<file path="src/ctgr_pkg.sv">
// shared types, constants and the divider step for the gamma ramp core
package ctgr_pkg;

	localparam int IDX_W      = 16;
	localparam int LVL_W      = 16;
	localparam int GAIN_W     = 17;
	localparam int KELVIN_W   = 13;
	localparam int ENTRIES_W  = 17;
	localparam int CFG_W      = 17;
	localparam int DIV_STAGES = 16;

	localparam logic [GAIN_W-1:0]    GAIN_ONE         = 17'd65536;
	localparam logic [ENTRIES_W-1:0] MAX_RAMP_ENTRIES = 17'd65536;
	localparam logic [ENTRIES_W-1:0] ENTRIES_RESET    = 17'd256;
	localparam logic [ENTRIES_W-1:0] ENTRIES_MIN      = 17'd2;

	localparam logic [KELVIN_W-1:0] KELVIN_LOW      = 13'd2500;
	localparam logic [KELVIN_W-1:0] KELVIN_HIGH     = 13'd6500;
	localparam logic [KELVIN_W-1:0] KELVIN_BLUE_OFS = 13'd1000;
	localparam logic [KELVIN_W-1:0] LOG_BASE_N      = 13'd100;

	// fit coefficients, Q32
	localparam logic [30:0] GREEN_K1 = 31'd1161290208;
	localparam logic [32:0] GREEN_K0 = 33'd2713738337;
	localparam logic [30:0] BLUE_K1  = 31'd1617150769;
	localparam logic [32:0] BLUE_K0  = 33'd5137872191;

	// register indexes
	localparam logic [1:0] REG_KELVIN  = 2'd0;
	localparam logic [1:0] REG_NIGHT   = 2'd1;
	localparam logic [1:0] REG_ENTRIES = 2'd2;

	typedef enum logic [2:0] {
		GS_IDLE,
		GS_NORM,
		GS_SQR,
		GS_MUL,
		GS_SUB
	} gain_state_t;

	// partial remainder and dividend bits / quotient bits sharing one word
	typedef struct packed {
		logic [15:0] rem;
		logic [15:0] low;
	} div_word_t;

	typedef struct packed {
		logic        oor;
		logic [15:0] den;
		div_word_t   red;
		div_word_t   grn;
		div_word_t   blu;
	} div_pipe_t;

	function automatic div_word_t div_step(div_word_t w, logic [15:0] den);
		logic [16:0] t;
		logic [16:0] d;
		logic        qb;
		div_word_t   o;
		t  = {w.rem, w.low[15]};
		d  = t - {1'b0, den};
		qb = (t >= {1'b0, den});
		o.rem = qb ? d[15:0] : t[15:0];
		o.low = {w.low[14:0], qb};
		return o;
	endfunction

endpackage

</file>
<file path="src/ctgr_div_stage.sv">
// one pipelined restoring-division step for the three channels
module ctgr_div_stage (
	input  logic                clk,
	input  logic                arst_n,
	input  logic                in_valid,
	input  ctgr_pkg::div_pipe_t in_data,
	output logic                out_valid,
	output ctgr_pkg::div_pipe_t out_data
);
	import ctgr_pkg::*;

	logic      valid_q;
	div_pipe_t data_q;

	always_ff @(posedge clk or negedge arst_n) begin
		if (!arst_n) begin
			valid_q <= 1'b0;
		end else begin
			valid_q <= in_valid;
		end
	end

	always_ff @(posedge clk) begin
		data_q.oor <= in_data.oor;
		data_q.den <= in_data.den;
		data_q.red <= div_step(in_data.red, in_data.den);
		data_q.grn <= div_step(in_data.grn, in_data.den);
		data_q.blu <= div_step(in_data.blu, in_data.den);
	end

	assign out_valid = valid_q;
	assign out_data  = data_q;
endmodule

</file>
<file path="config.mk">
export PLATFORM = sky130hd
export DESIGN_NAME = ctgr_div_stage
export DESIGN_NICKNAME = d
export VERILOG_FILES = /design/src/ctgr_pkg.sv /design/src/ctgr_div_stage.sv
export SDC_FILE = /design/constraint.sdc
export NUM_CORES = 1
export LEC_CHECK = 0
export ABC_AREA = 1
export CORE_ASPECT_RATIO = 1.1
export CORE_UTILIZATION = 30
export CTS_CLUSTER_DIAMETER = 40
export DETAILED_ROUTE_END_ITERATION = 8
export DONT_BUFFER_PORTS = 1
export SLEW_MARGIN = 20
export SYNTH_ARGS = -nofsm -noshare
export SYNTH_HDL_FRONTEND = slang
export SYNTH_SLANG_ARGS = --single-unit
</file>
<file path="constraint.sdc">
create_clock -name clk -period 0.8 [get_ports clk]
set_input_delay 0 -clock clk [delete_from_list [all_inputs] [get_ports clk]]
set_output_delay 0 -clock clk [all_outputs]
set_load 0.05 [all_outputs]
</file>
==> flow_metrics.py <==
metrics = {
    "placement": {
        "placed_cell_area_um2": 8580,
        "placedCellCount": 1385,
        "place_hpwl_um": 17300,
        "place.gp.congestion": 0.922,
        "pre_cts_ws_ns": -0.875,
        "io_buffers": 0,
    },
    "timing": {
        "fmax_mhz": 831,
        "holdWs_ns": -0.393,
        "rsz0062_at_grt": "true",
        "tns_ns": -27.79,
        "slew_headroom_pct": 74.1,
        "hold_viol_final": 10,
        "drv_slew": 0,
        "fin_crit_sh_pct": 150,
        "fin_ws_ns": -0.403,
        "layout_min_cycle_time_ns": 1.20,
        "setup_viol": 165,
        "worstMarginPinSlew_ns": 0.385,
    },
    "critical_path": {
        "crit_arrival_ns": 1.51,
        "worst-setup-path-type": "in2reg",
        "start_kind": "input pin",
        "critical_path.most_common_cell": "nand2_2",
        "worstPathRequired_ns": 1.11,
        "crit_path_cell_trace": "clkinvlp_4, buf_12, ha_4, nand2_2, nand2_2, nand2_2, nand2_2, inv_2, nand3_4, nand2_8, buf_12, nand3_1, nand2_1",
        "crit_slowest_cell": "ha_4",
        "path_buf_inv": 4,
        "crit_path_max_incr_delay_ns": 0.30,
        "cpLargestDelayFamily": "simple AND/OR/NAND/NOR gates",
        "endpoint_kind": "register",
        "crit_path_max_fanout": 7,
    },
    "detailed_routing": {
        "first_pass_iters": 5,
        "drt-wirelength-per-cell_um": 16.2,
        "drtIter0Drc": 321,
        "drc": 0,
        "vias": 7197,
        "drt-total-wl_um": 25100,
        "viasPerCell": 4.63,
        "antenna_left": 0,
    },
    "yosys": {
        "avgSynthCellArea_um2": 6.93,
        "synth_fp_nets": 1075,
        "netlist_area_um2": 6290,
        "yosysSeqAreaShare_pct": 36.3,
        "synth_cell_type_count": 36,
        "postSynthCellCount": 908,
        "synth_area_leader_cell": "dfxtp_1",
        "synth-seq-cells": 114,
        "yosysWarnings": 0,
        "synth.area.top_cells": "dfxtp_1 (36%), nand2_1 (20%), ha_1 (9.5%)",
        "netlist.area_leader.share_pct": 35.9,
    },
    "clock_network": {
        "numCtsBuffers": 17,
        "cts_root_buf": "clkbuf_16",
        "clkSlewWorstSetupHoldPaths_ns": 0.06,
        "clockBufferDepth": 2,
        "htreeDepth": 4,
        "tritoncts": "done",
        "cts_sinks": 114,
    },
    "finish": {
        "mostFrequentLayoutCells": "nand2_1 (297), inv_1 (132), buf_4 (113), dlygate4sd3_1 (113), dfxtp_2 (113)",
        "multiInputGateArea_um2": 4210,
        "layout.cells.non_filler": 1555,
        "final_common_cell": "nand2_1",
        "drive_above_1_share_pct": 45.1,
        "regArea_um2": 2430,
        "area_growth_pct": 94.2,
        "final_nets": 1452,
        "fillers": 1659,
        "fin_util_pct": 59.4,
        "finalInstanceArea_um2": 12200,
    },
    "min_path": {
        "hp-class": "in2reg",
    },
    "floorplan": {
        "rows": 55,
        "dieHeight_um": 154,
        "start_util_pct": 30.6,
        "die-area_um2": 21600,
        "core_area_um2": 20600,
        "pin_count": 230,
        "die_w_um": 140,
    },
    "pwr": {
        "sw_frac_of_total_pct": 34.6,
        "power_switching_mw": 8.56,
        "max-vdd-ir-drop_mv": 1.47,
        "leakage_nw": 6.04,
        "power.internal_mw": 16.2,
        "combPwrFrac_pct": 37.8,
        "total_power_mw": 24.8,
        "power.density_nw_per_um2": 2030,
        "pwr-share-seq_pct": 27.8,
        "pwr-share-clk_pct": 34.4,
    },
    "outcome": {
        "violations": "hold timing, setup timing",
        "status": "finished with violations",
    },
    "global_routing": {
        "grt_pass1_wl_um": 37700,
        "grt_max_degree": 20,
        "antenna_found_initial": 1,
        "grt_overflow": 0,
        "grtUsageTotal_pct": 23.1,
        "grt_pass1_vias": 7129,
    },
    "run": {
        "drv_cap": 0,
    },
}
## registers in the layout (all words and copies together), names as in the netlist
signal,cells
out_valid,1
out_data,113
## synth_stat cells (all sizes together)
cell type  count
ha            48
o21a           2
nand2        362
nand4         12
buf           11
nand3b         6
and2           2
xnor2          3
nor3b          1
nor4           1
dfrtp          1
or2            2
a21oi         26
inv          157
xor2          15
o21ai          3
o21bai         3
nor3           9
and3           1
nor2          41
nand3         86
fa             3
dfxtp        113
## power groups by stage
| stage | clock network, mW | logic (mW) | registers (mW) |
|---|---|---|---|
| after floorplan | 0 | 2.59 | 8.90 |
| after global placement | 0 | 7.27 | 6.68 |
| after detailed placement | 0 | 7.32 | 6.67 |
| after CTS | 8.70 | 8.85 | 6.86 |
| after global routing | 9.02 | 9.96 | 6.94 |
| final | 8.53 | 9.36 | 6.89 |
## per-layer routing
metal	share of wire, %	routed length [um]	global-route usage, %
met1	39	9860	25.1
met2	49	12400	40.5
met3	7.0	1770	6.23
met4	4.5	1130	12.5
met5	0	0	0
## final cells by class
| type | instances | area share [%] |
|---|---|---|
| diodes | 1 | 0.0205 |
| clock buffers | 18 | 3.51 |
| clock inverters | 14 | 1.86 |
| inverters | 157 | 5.19 |
| multi-input cells | 628 | 34.5 |
| flip-flops and latches | 114 | 19.9 |
| well taps | 256 | 2.62 |
| repair buffers | 367 | 32.4 |
## timing repair
action,in CTS,in global routing
setup endpoints to repair,165,165
pin swaps,30,33
hold endpoints to repair,113,15
hold buffers,104,9
gates resized for setup,356,108
buffers inserted,18,4
cloned,4,1
## logic make-up (layout without fill, tap and decap cells)
family / after synthesis / in the layout / synth area share (%)
buf+inv: 168 / 556 / 10.8
compound gates: 34 / 34 / 2.96
fa+ha+maj: 51 / 51 / 10.5
flops: 114 / 114 / 36.3
other cells: 0 / 1 / 0
simple gates: 523 / 525 / 36.9
xor+xnor: 18 / 18 / 2.51
## path summary, 6_finish.rpt
check / startpoint / end / cells after the start
worst max-delay path: in_data[102] / out_data[88] / 13
min in group asynchronous: arst_n / out_valid / 2
max in group asynchronous: arst_n / out_valid / 2
worst min-delay path: in_data[97] / out_data[97] / 0
Power figures use the tool's default switching activity.
