--- src/ctgr_pkg.sv ---
// shared types, constants and the divider step for the gamma ramp core
package ctgr_pkg;

	localparam int IDX_W      = 16;
	localparam int LVL_W      = 16;
	localparam int GAIN_W     = 17;
	localparam int KELVIN_W   = 13;
	localparam int ENTRIES_W  = 17;
	localparam int CFG_W      = 17;
	localparam int DIV_STAGES = 16;

	localparam logic [GAIN_W-1:0]    GAIN_ONE         = 17'd65536;
	localparam logic [ENTRIES_W-1:0] MAX_RAMP_ENTRIES = 17'd65536;
	localparam logic [ENTRIES_W-1:0] ENTRIES_RESET    = 17'd256;
	localparam logic [ENTRIES_W-1:0] ENTRIES_MIN      = 17'd2;

	localparam logic [KELVIN_W-1:0] KELVIN_LOW      = 13'd2500;
	localparam logic [KELVIN_W-1:0] KELVIN_HIGH     = 13'd6500;
	localparam logic [KELVIN_W-1:0] KELVIN_BLUE_OFS = 13'd1000;
	localparam logic [KELVIN_W-1:0] LOG_BASE_N      = 13'd100;

	// fit coefficients, Q32
	localparam logic [30:0] GREEN_K1 = 31'd1161290208;
	localparam logic [32:0] GREEN_K0 = 33'd2713738337;
	localparam logic [30:0] BLUE_K1  = 31'd1617150769;
	localparam logic [32:0] BLUE_K0  = 33'd5137872191;

	// register indexes
	localparam logic [1:0] REG_KELVIN  = 2'd0;
	localparam logic [1:0] REG_NIGHT   = 2'd1;
	localparam logic [1:0] REG_ENTRIES = 2'd2;

	typedef enum logic [2:0] {
		GS_IDLE,
		GS_NORM,
		GS_SQR,
		GS_MUL,
		GS_SUB
	} gain_state_t;

	// partial remainder and dividend bits / quotient bits sharing one word
	typedef struct packed {
		logic [15:0] rem;
		logic [15:0] low;
	} div_word_t;

	typedef struct packed {
		logic        oor;
		logic [15:0] den;
		div_word_t   red;
		div_word_t   grn;
		div_word_t   blu;
	} div_pipe_t;

	function automatic div_word_t div_step(div_word_t w, logic [15:0] den);
		logic [16:0] t;
		logic [16:0] d;
		logic        qb;
		div_word_t   o;
		t  = {w.rem, w.low[15]};
		d  = t - {1'b0, den};
		qb = (t >= {1'b0, den});
		o.rem = qb ? d[15:0] : t[15:0];
		o.low = {w.low[14:0], qb};
		return o;
	endfunction

endpackage

--- src/ctgr_gain_unit.sv ---
// sequential log2 fit that turns a kelvin write into green and blue gains
module ctgr_gain_unit (
	input  logic                              clk,
	input  logic                              arst_n,
	input  logic                              kick,
	input  logic [ctgr_pkg::KELVIN_W-1:0]     kelvin,
	output logic                              busy,
	output logic [ctgr_pkg::GAIN_W-1:0]       green_gain,
	output logic [ctgr_pkg::GAIN_W-1:0]       blue_gain
);
	import ctgr_pkg::*;

	gain_state_t         state_q, state_d;
	logic [KELVIN_W-1:0] kelvin_q;
	logic [1:0]          sel_q;
	logic [4:0]          cnt_q;
	logic [31:0]         m_q;
	logic [3:0]          e_q;
	logic [31:0]         frac_q;
	logic [35:0]         lh_q, lg_q, lb_q;
	logic                fsel_q;
	logic [58:0]         t_q;
	logic                pos_q;
	logic [GAIN_W-1:0]   green_q, blue_q;

	logic                kelvin_ok;
	logic [KELVIN_W-1:0] n_sel;
	logic [3:0]          e_n;
	logic [31:0]         m_norm;
	logic [63:0]         sq;
	logic [31:0]         m2;
	logic                big;
	logic [31:0]         frac_next;
	logic [35:0]         ln;
	logic [35:0]         diff;
	logic [30:0]         k1;
	logic [32:0]         k0;
	logic [58:0]         t_n;
	logic [58:0]         k0s;
	logic [58:0]         g_full;
	logic [18:0]         gq;
	logic [GAIN_W-1:0]   gain_n;

	assign kelvin_ok = (kelvin >= KELVIN_LOW) && (kelvin < KELVIN_HIGH);

	always_comb begin
		case (sel_q)
			2'd0:    n_sel = LOG_BASE_N;
			2'd1:    n_sel = kelvin_q;
			default: n_sel = kelvin_q - KELVIN_BLUE_OFS;
		endcase
	end

	// leading one position
	always_comb begin
		e_n = 4'd0;
		for (int i = 1; i < KELVIN_W; i++) begin
			if (n_sel[i]) e_n = 4'(i);
		end
	end

	assign m_norm    = {19'd0, n_sel} << (5'd30 - {1'b0, e_n});
	assign sq        = {32'd0, m_q} * {32'd0, m_q};
	assign m2        = sq[61:30];
	assign big       = m2[31];
	assign frac_next = {frac_q[30:0], big};

	assign ln   = fsel_q ? lb_q : lg_q;
	assign diff = ln - lh_q;
	assign k1   = fsel_q ? BLUE_K1 : GREEN_K1;
	assign k0   = fsel_q ? BLUE_K0 : GREEN_K0;
	assign t_n  = {28'd0, k1} * {31'd0, diff[35:8]};
	assign k0s  = {2'd0, k0, 24'd0};

	assign g_full = t_q - k0s;
	assign gq     = g_full[58:40];
	always_comb begin
		if (!pos_q || (t_q <= k0s)) begin
			gain_n = '0;
		end else if (gq > {2'd0, GAIN_ONE}) begin
			gain_n = GAIN_ONE;
		end else begin
			gain_n = gq[GAIN_W-1:0];
		end
	end

	always_comb begin
		state_d = state_q;
		case (state_q)
			GS_IDLE: state_d = GS_IDLE;
			GS_NORM: state_d = GS_SQR;
			GS_SQR: begin
				if (cnt_q == 5'd0) state_d = (sel_q == 2'd2) ? GS_MUL : GS_NORM;
			end
			GS_MUL: state_d = GS_SUB;
			GS_SUB: state_d = fsel_q ? GS_IDLE : GS_MUL;
			default: state_d = GS_IDLE;
		endcase
		// a kelvin write restarts the fit from any state; an out-of-range kelvin returns to idle
		if (kick) state_d = kelvin_ok ? GS_NORM : GS_IDLE;
	end

	always_comb begin
		case (state_q)
			GS_IDLE: busy = 1'b0;
			default: busy = 1'b1;
		endcase
	end

	always_ff @(posedge clk or negedge arst_n) begin
		if (!arst_n) begin
			state_q <= GS_IDLE;
			sel_q   <= 2'd0;
			fsel_q  <= 1'b0;
			cnt_q   <= 5'd0;
			green_q <= GAIN_ONE;
			blue_q  <= GAIN_ONE;
		end else begin
			state_q <= state_d;
			if (kick) begin
				sel_q  <= 2'd0;
				fsel_q <= 1'b0;
				if (!kelvin_ok) begin
					green_q <= GAIN_ONE;
					blue_q  <= GAIN_ONE;
				end
			end else begin
				case (state_q)
					GS_NORM: cnt_q <= 5'd31;
					GS_SQR: begin
						cnt_q <= cnt_q - 5'd1;
						if (cnt_q == 5'd0) sel_q <= sel_q + 2'd1;
					end
					GS_SUB: begin
						if (fsel_q) blue_q <= gain_n;
						else green_q <= gain_n;
						fsel_q <= ~fsel_q;
					end
					default: begin
					end
				endcase
			end
		end
	end

	always_ff @(posedge clk) begin
		if (kick) kelvin_q <= kelvin;
		if (state_q == GS_NORM) begin
			m_q    <= m_norm;
			e_q    <= e_n;
			frac_q <= '0;
		end
		if (state_q == GS_SQR) begin
			m_q    <= big ? (m2 >> 1) : m2;
			frac_q <= frac_next;
			if (cnt_q == 5'd0) begin
				case (sel_q)
					2'd0:    lh_q <= {e_q, frac_next};
					2'd1:    lg_q <= {e_q, frac_next};
					default: lb_q <= {e_q, frac_next};
				endcase
			end
		end
		if (state_q == GS_MUL) begin
			t_q   <= t_n;
			pos_q <= ln > lh_q;
		end
	end

	assign green_gain = green_q;
	assign blue_gain  = blue_q;
endmodule

--- config.mk ---
export PLATFORM = sky130hd
export DESIGN_NAME = ctgr_gain_unit
export DESIGN_NICKNAME = d
export VERILOG_FILES = /design/src/ctgr_pkg.sv /design/src/ctgr_gain_unit.sv
export SDC_FILE = /design/constraint.sdc
export NUM_CORES = 2
export LEC_CHECK = 0
export ABC_AREA = 1
export ABC_CLOCK_PERIOD_IN_PS = 7830
export BUFFER_PORTS_ARGS = -buffer_cell sky130_fd_sc_hd__buf_2
export CAP_MARGIN = 20
export CORE_MARGIN = 2
export CORE_UTILIZATION = 47
export CTS_BUF_LIST = sky130_fd_sc_hd__clkbuf_16
export DETAILED_ROUTE_END_ITERATION = 7
export HOLD_SLACK_MARGIN = 0.02
export SLEW_MARGIN = 20
export SYNTH_ARGS = -nofsm -noshare
export SYNTH_HDL_FRONTEND = slang
export SYNTH_SLANG_ARGS = --single-unit
--- constraint.sdc ---
create_clock -name clk -period 7.83 [get_ports clk]
set_input_delay 0.3915 -clock clk [delete_from_list [all_inputs] [get_ports clk]]
set_output_delay 0.3915 -clock clk [all_outputs]
set_load 0.02 [all_outputs]
==> metrics.md <==
| Metric | Value |
|---|---|
| Slew of the pin with the lowest slew margin | ~1.0 ns |
| Count leader, synth | inv_1 |
| Routed Antenna Nets | 0 |
| IO Count | just over 50 |
| GPL Wtd Cong | between 0.9 and 1 |
| FP Rows | about 130 |
| Final HPWL DP | about 170 mm |
| Global-route wire length before repair | between 300 and 400 mm |
| DIE AREA | roughly 0.14 mm² |
| Setup Crit Path Kind | reg -> reg |
| Share of cells above drive strength 1 | approximately a fifth |
| Sink Count | about 300 |
| Area leader, netlist | fa_1 |
| Post-synth EDFFs | 248 |
| Vias in the first global route | between 50000 and 60000 |
| Asr flop ratio synth | 15.4% |
| H-tree level count | 2 |
| HP Class | in -> reg |
| CTS tree | built |
| Layout Cells excl Fill | roughly 10000 |
| Most used cell, CP | fa_1 |
| Crit-path max FO | 7 |
| I/O Buffers | 50 |
| #FFs+latches synth | around 300 |
| Crit-path slowest cell | fa_1 |
| Ys flop type | edfxtp_1 |
| CP arrival | about 8.5 ns |
| Sequential share of the synthesized area | a little over an eighth |
| Placed insts | roughly 10000 |
| Achievable Freq | ~0.12 GHz |
| Most frequent cells after synthesis | inv_1, nand2_1, fa_1 |
| Final period util | 104% |
| Drt pass-1 iters | 8 |
| Nets | 10100 |
| Setup ws final | -0.320 ns |
| Final hold violation count | 0 |
| Top post-synthesis cells by area | fa_1, inv_1, ha_1 |
| Die W | 372 µm |
| Avg WL per Cell | 19.4 µm |
| Failing checks | setup timing |
| Sequential Area | 0.00858 mm² |
| Final Setup Violations | 31 |
| Unrepaired setup endpoints after global routing | yes |
| Synth warn | 0 |
| Vias | between 50000 and 60000 |
| Clock root buffer | clkbuf_16 |
| Initial antenna violation count | 1 |
| Synth cell types | 59 |
| Top cell type's share of synthesized area | roughly 39% |
| DRC Markers | 0 |
| Grt total ovfl | 0 |
| Setup crit end kind | flip-flop |
| Status | complete, but fails checks |
| Die Ht | roughly 370 µm |
| Core Region | around 0.13 mm² |
| Clk_lat worst skew | between 0.5 and 0.6 ns |
| Synth Instances | approximately 7500 |
| Clock Skew | 0.0358 ns |
| Max_cap viols | 0 |
| Filler cell count | approximately 12000 |
| Total CTS buffers | 37 |
| Wirelength, routed | 194 mm |
| CTS clk-pin slew, worst paths | about 0.06 ns |
| Synthesized cell area | 0.0636 mm² |
| Via-to-Cell Ratio | roughly 5 |
| Initial core utilization | 47.5% |
| Syn Area/Cell | 8.52 µm² |
| GRT Total Usage | 29.2% |
| CP max stage delay | roughly 0.57 ns |
| Multi-input combinational cell area | 0.0490 mm² |
| Max-slew violation count | 0 |
| Slew Limit Headroom | between 30% and 40% |
| Largest net degree at the start of global routing | about 60 |
| Area Overhead vs Synth | 20.5% |
| DRT iter0 DRCs | a little over 3000 |
| Worst-case clock buffer depth | 3 |
| Min Clock Period, post-route | around 8 ns |
| Startpoint types | flip-flop |
| Critical Path RT | 8.17 ns |
[stage by stage]
step	setup slack [ns]	setup TNS [ns]	util (%)	hold WS [ns]	instance area [µm²]
after global routing	-0.593	-19.12	57.2	0.0429	76600
final	-0.320	-5.74	57.2	0.0453	76600
after global placement	-0.879	-20.45	53.8	0.453	72100
after detailed placement	-0.942	-22.91	53.8	0.458	72100
after floorplan	-0.0320	-0.0862	-	0.0959	64100
after CTS	-0.289	-4.58	55.8	0.0286	74700
[cells in the final DEF, fill, tap and decap left out, types with 11 or more instances in the layout]
| master | netlist | layout |
|---|---|---|
| buf_12 | 0 | 43 |
| o21ai_2 | 3 | 23 |
| fa_1 | 1232 | 1193 |
| nor2_2 | 9 | 56 |
| inv_2 | 17 | 78 |
| nor4_1 | 20 | 15 |
| nand2_4 | 1 | 22 |
| a21oi_1 | 216 | 142 |
| edfxtp_1 | 248 | 248 |
| dlygate4sd3_1 | 0 | 13 |
| nand2_2 | 10 | 88 |
| buf_6 | 6 | 21 |
| o21a_1 | 16 | 16 |
| a21o_1 | 26 | 26 |
| fa_2 | 0 | 39 |
| xor2_1 | 69 | 53 |
| ha_4 | 0 | 68 |
| clkinv_1 | 4 | 11 |
| inv_1 | 2255 | 2194 |
| ha_1 | 641 | 563 |
| xor2_2 | 4 | 17 |
| o21ai_1 | 15 | 38 |
| a21oi_2 | 3 | 55 |
| nand3_2 | 4 | 17 |
| a31oi_1 | 33 | 22 |
| nand4_1 | 29 | 29 |
| nor2_1 | 450 | 345 |
| dfrtp_1 | 43 | 42 |
| a21oi_4 | 0 | 22 |
| buf_2 | 10 | 50 |
| o21ai_0 | 159 | 108 |
| buf_4 | 8 | 741 |
| nand2_1 | 1365 | 1265 |
| nand3_1 | 250 | 237 |
| o21bai_1 | 32 | 28 |
| clkbuf_16 | 0 | 40 |
| nor3_1 | 37 | 29 |
| xnor2_1 | 45 | 40 |
| nor2_4 | 2 | 60 |
[path summary, 6_finish.rpt]
kind / from / endpoint / slack (ns) / depth (start not counted)
max: fsel_q$_DFFE_PN0P_ / t_q[50]$_DFFE_PN_ / -0.32 / 36
min: kelvin[2] / kelvin_q[2]$_DFFE_PP_ / 0.05 / 1
max reg2reg: fsel_q$_DFFE_PN0P_ / t_q[50]$_DFFE_PN_ / -0.32 / 36
min reg2reg: blue_gain[16]$_DFFE_PN1P_ / blue_gain[16]$_DFFE_PN1P_ / 0.47 / 2
max in group asynchronous: arst_n / fsel_q$_DFFE_PN0P_ / 6.72 / 3
min in group asynchronous: arst_n / blue_gain[12]$_DFFE_PN0P_ / 0.49 / 3
[metal layers]
metal  vias up  global-route usage [%]  routed length [µm]
li1      23600                       -                   -
met3       352                    2.42                7580
met2      1191                    53.1              100000
met5         -                       0                   0
met4         0                    11.8                9110
met1     25100                    35.7               77700
[state kept, by name, summed over array words and instances (netlist names), 3 cells and up]
signal and count:
frac_q 31, lg_q 36, lb_q 36, t_q 59, e_q 4, state_q 3, green_gain 17, blue_gain 17
cnt_q 5, lh_q 36, kelvin_q 13, m_q 32
[logic make-up (layout without fill, tap and decap cells)]
| family | count (synthesis) | in the layout | synth area share [%] |
|---|---|---|---|
| muxes | 1 | 1 | 0.0157 |
| xor gates and xnor gates | 118 | 118 | 1.67 |
| other | 2 | 7 | 0.0118 |
| and+or+nand+nor | 2210 | 2210 | 14.1 |
| AOI/OAI and AO/OA | 544 | 544 | 4.85 |
| adders and majority gates | 1873 | 1873 | 51.4 |
| buffers and inverters | 2425 | 3212 | 14.5 |
| DFF | 293 | 293 | 13.5 |
[area by class of cell]
cell class,instances,area share (%)
flip-flops and latches,293,11.2
diodes,1,0.00327
clock inverters,27,0.304
well taps,1768,2.89
repair buffers,870,9.25
clock buffers,38,1.24
multi-input cells,4752,63.9
inverters,2277,11.2
[worst max-delay path, delay by kind of cell, from the launching register on]
| kind | cells | cell delay (ns) |
|---|---|---|
| AOI/OAI and AO/OA | 6 | 0.95 |
| xor gates and xnor gates | 2 | 0.40 |
| adders and majority gates | 9 | 4.13 |
| buffers and inverters | 8 | 0.84 |
| DFF | 1 | 0.51 |
| and+or+nand+nor | 11 | 1.05 |
[repair_timing]
item                       in CTS  in global routing
pin swaps                      84                156
hold endpoints to repair       55                  0
buffers inserted               17                 32
hold buffers                   13                  0
setup endpoints to repair      52                 77
resized for setup             302                385
cloned                          0                  2
Power is left out: the tool's default activity adds up to more than one toggle a clock period on the data nets, which glitch-free logic cannot reach.
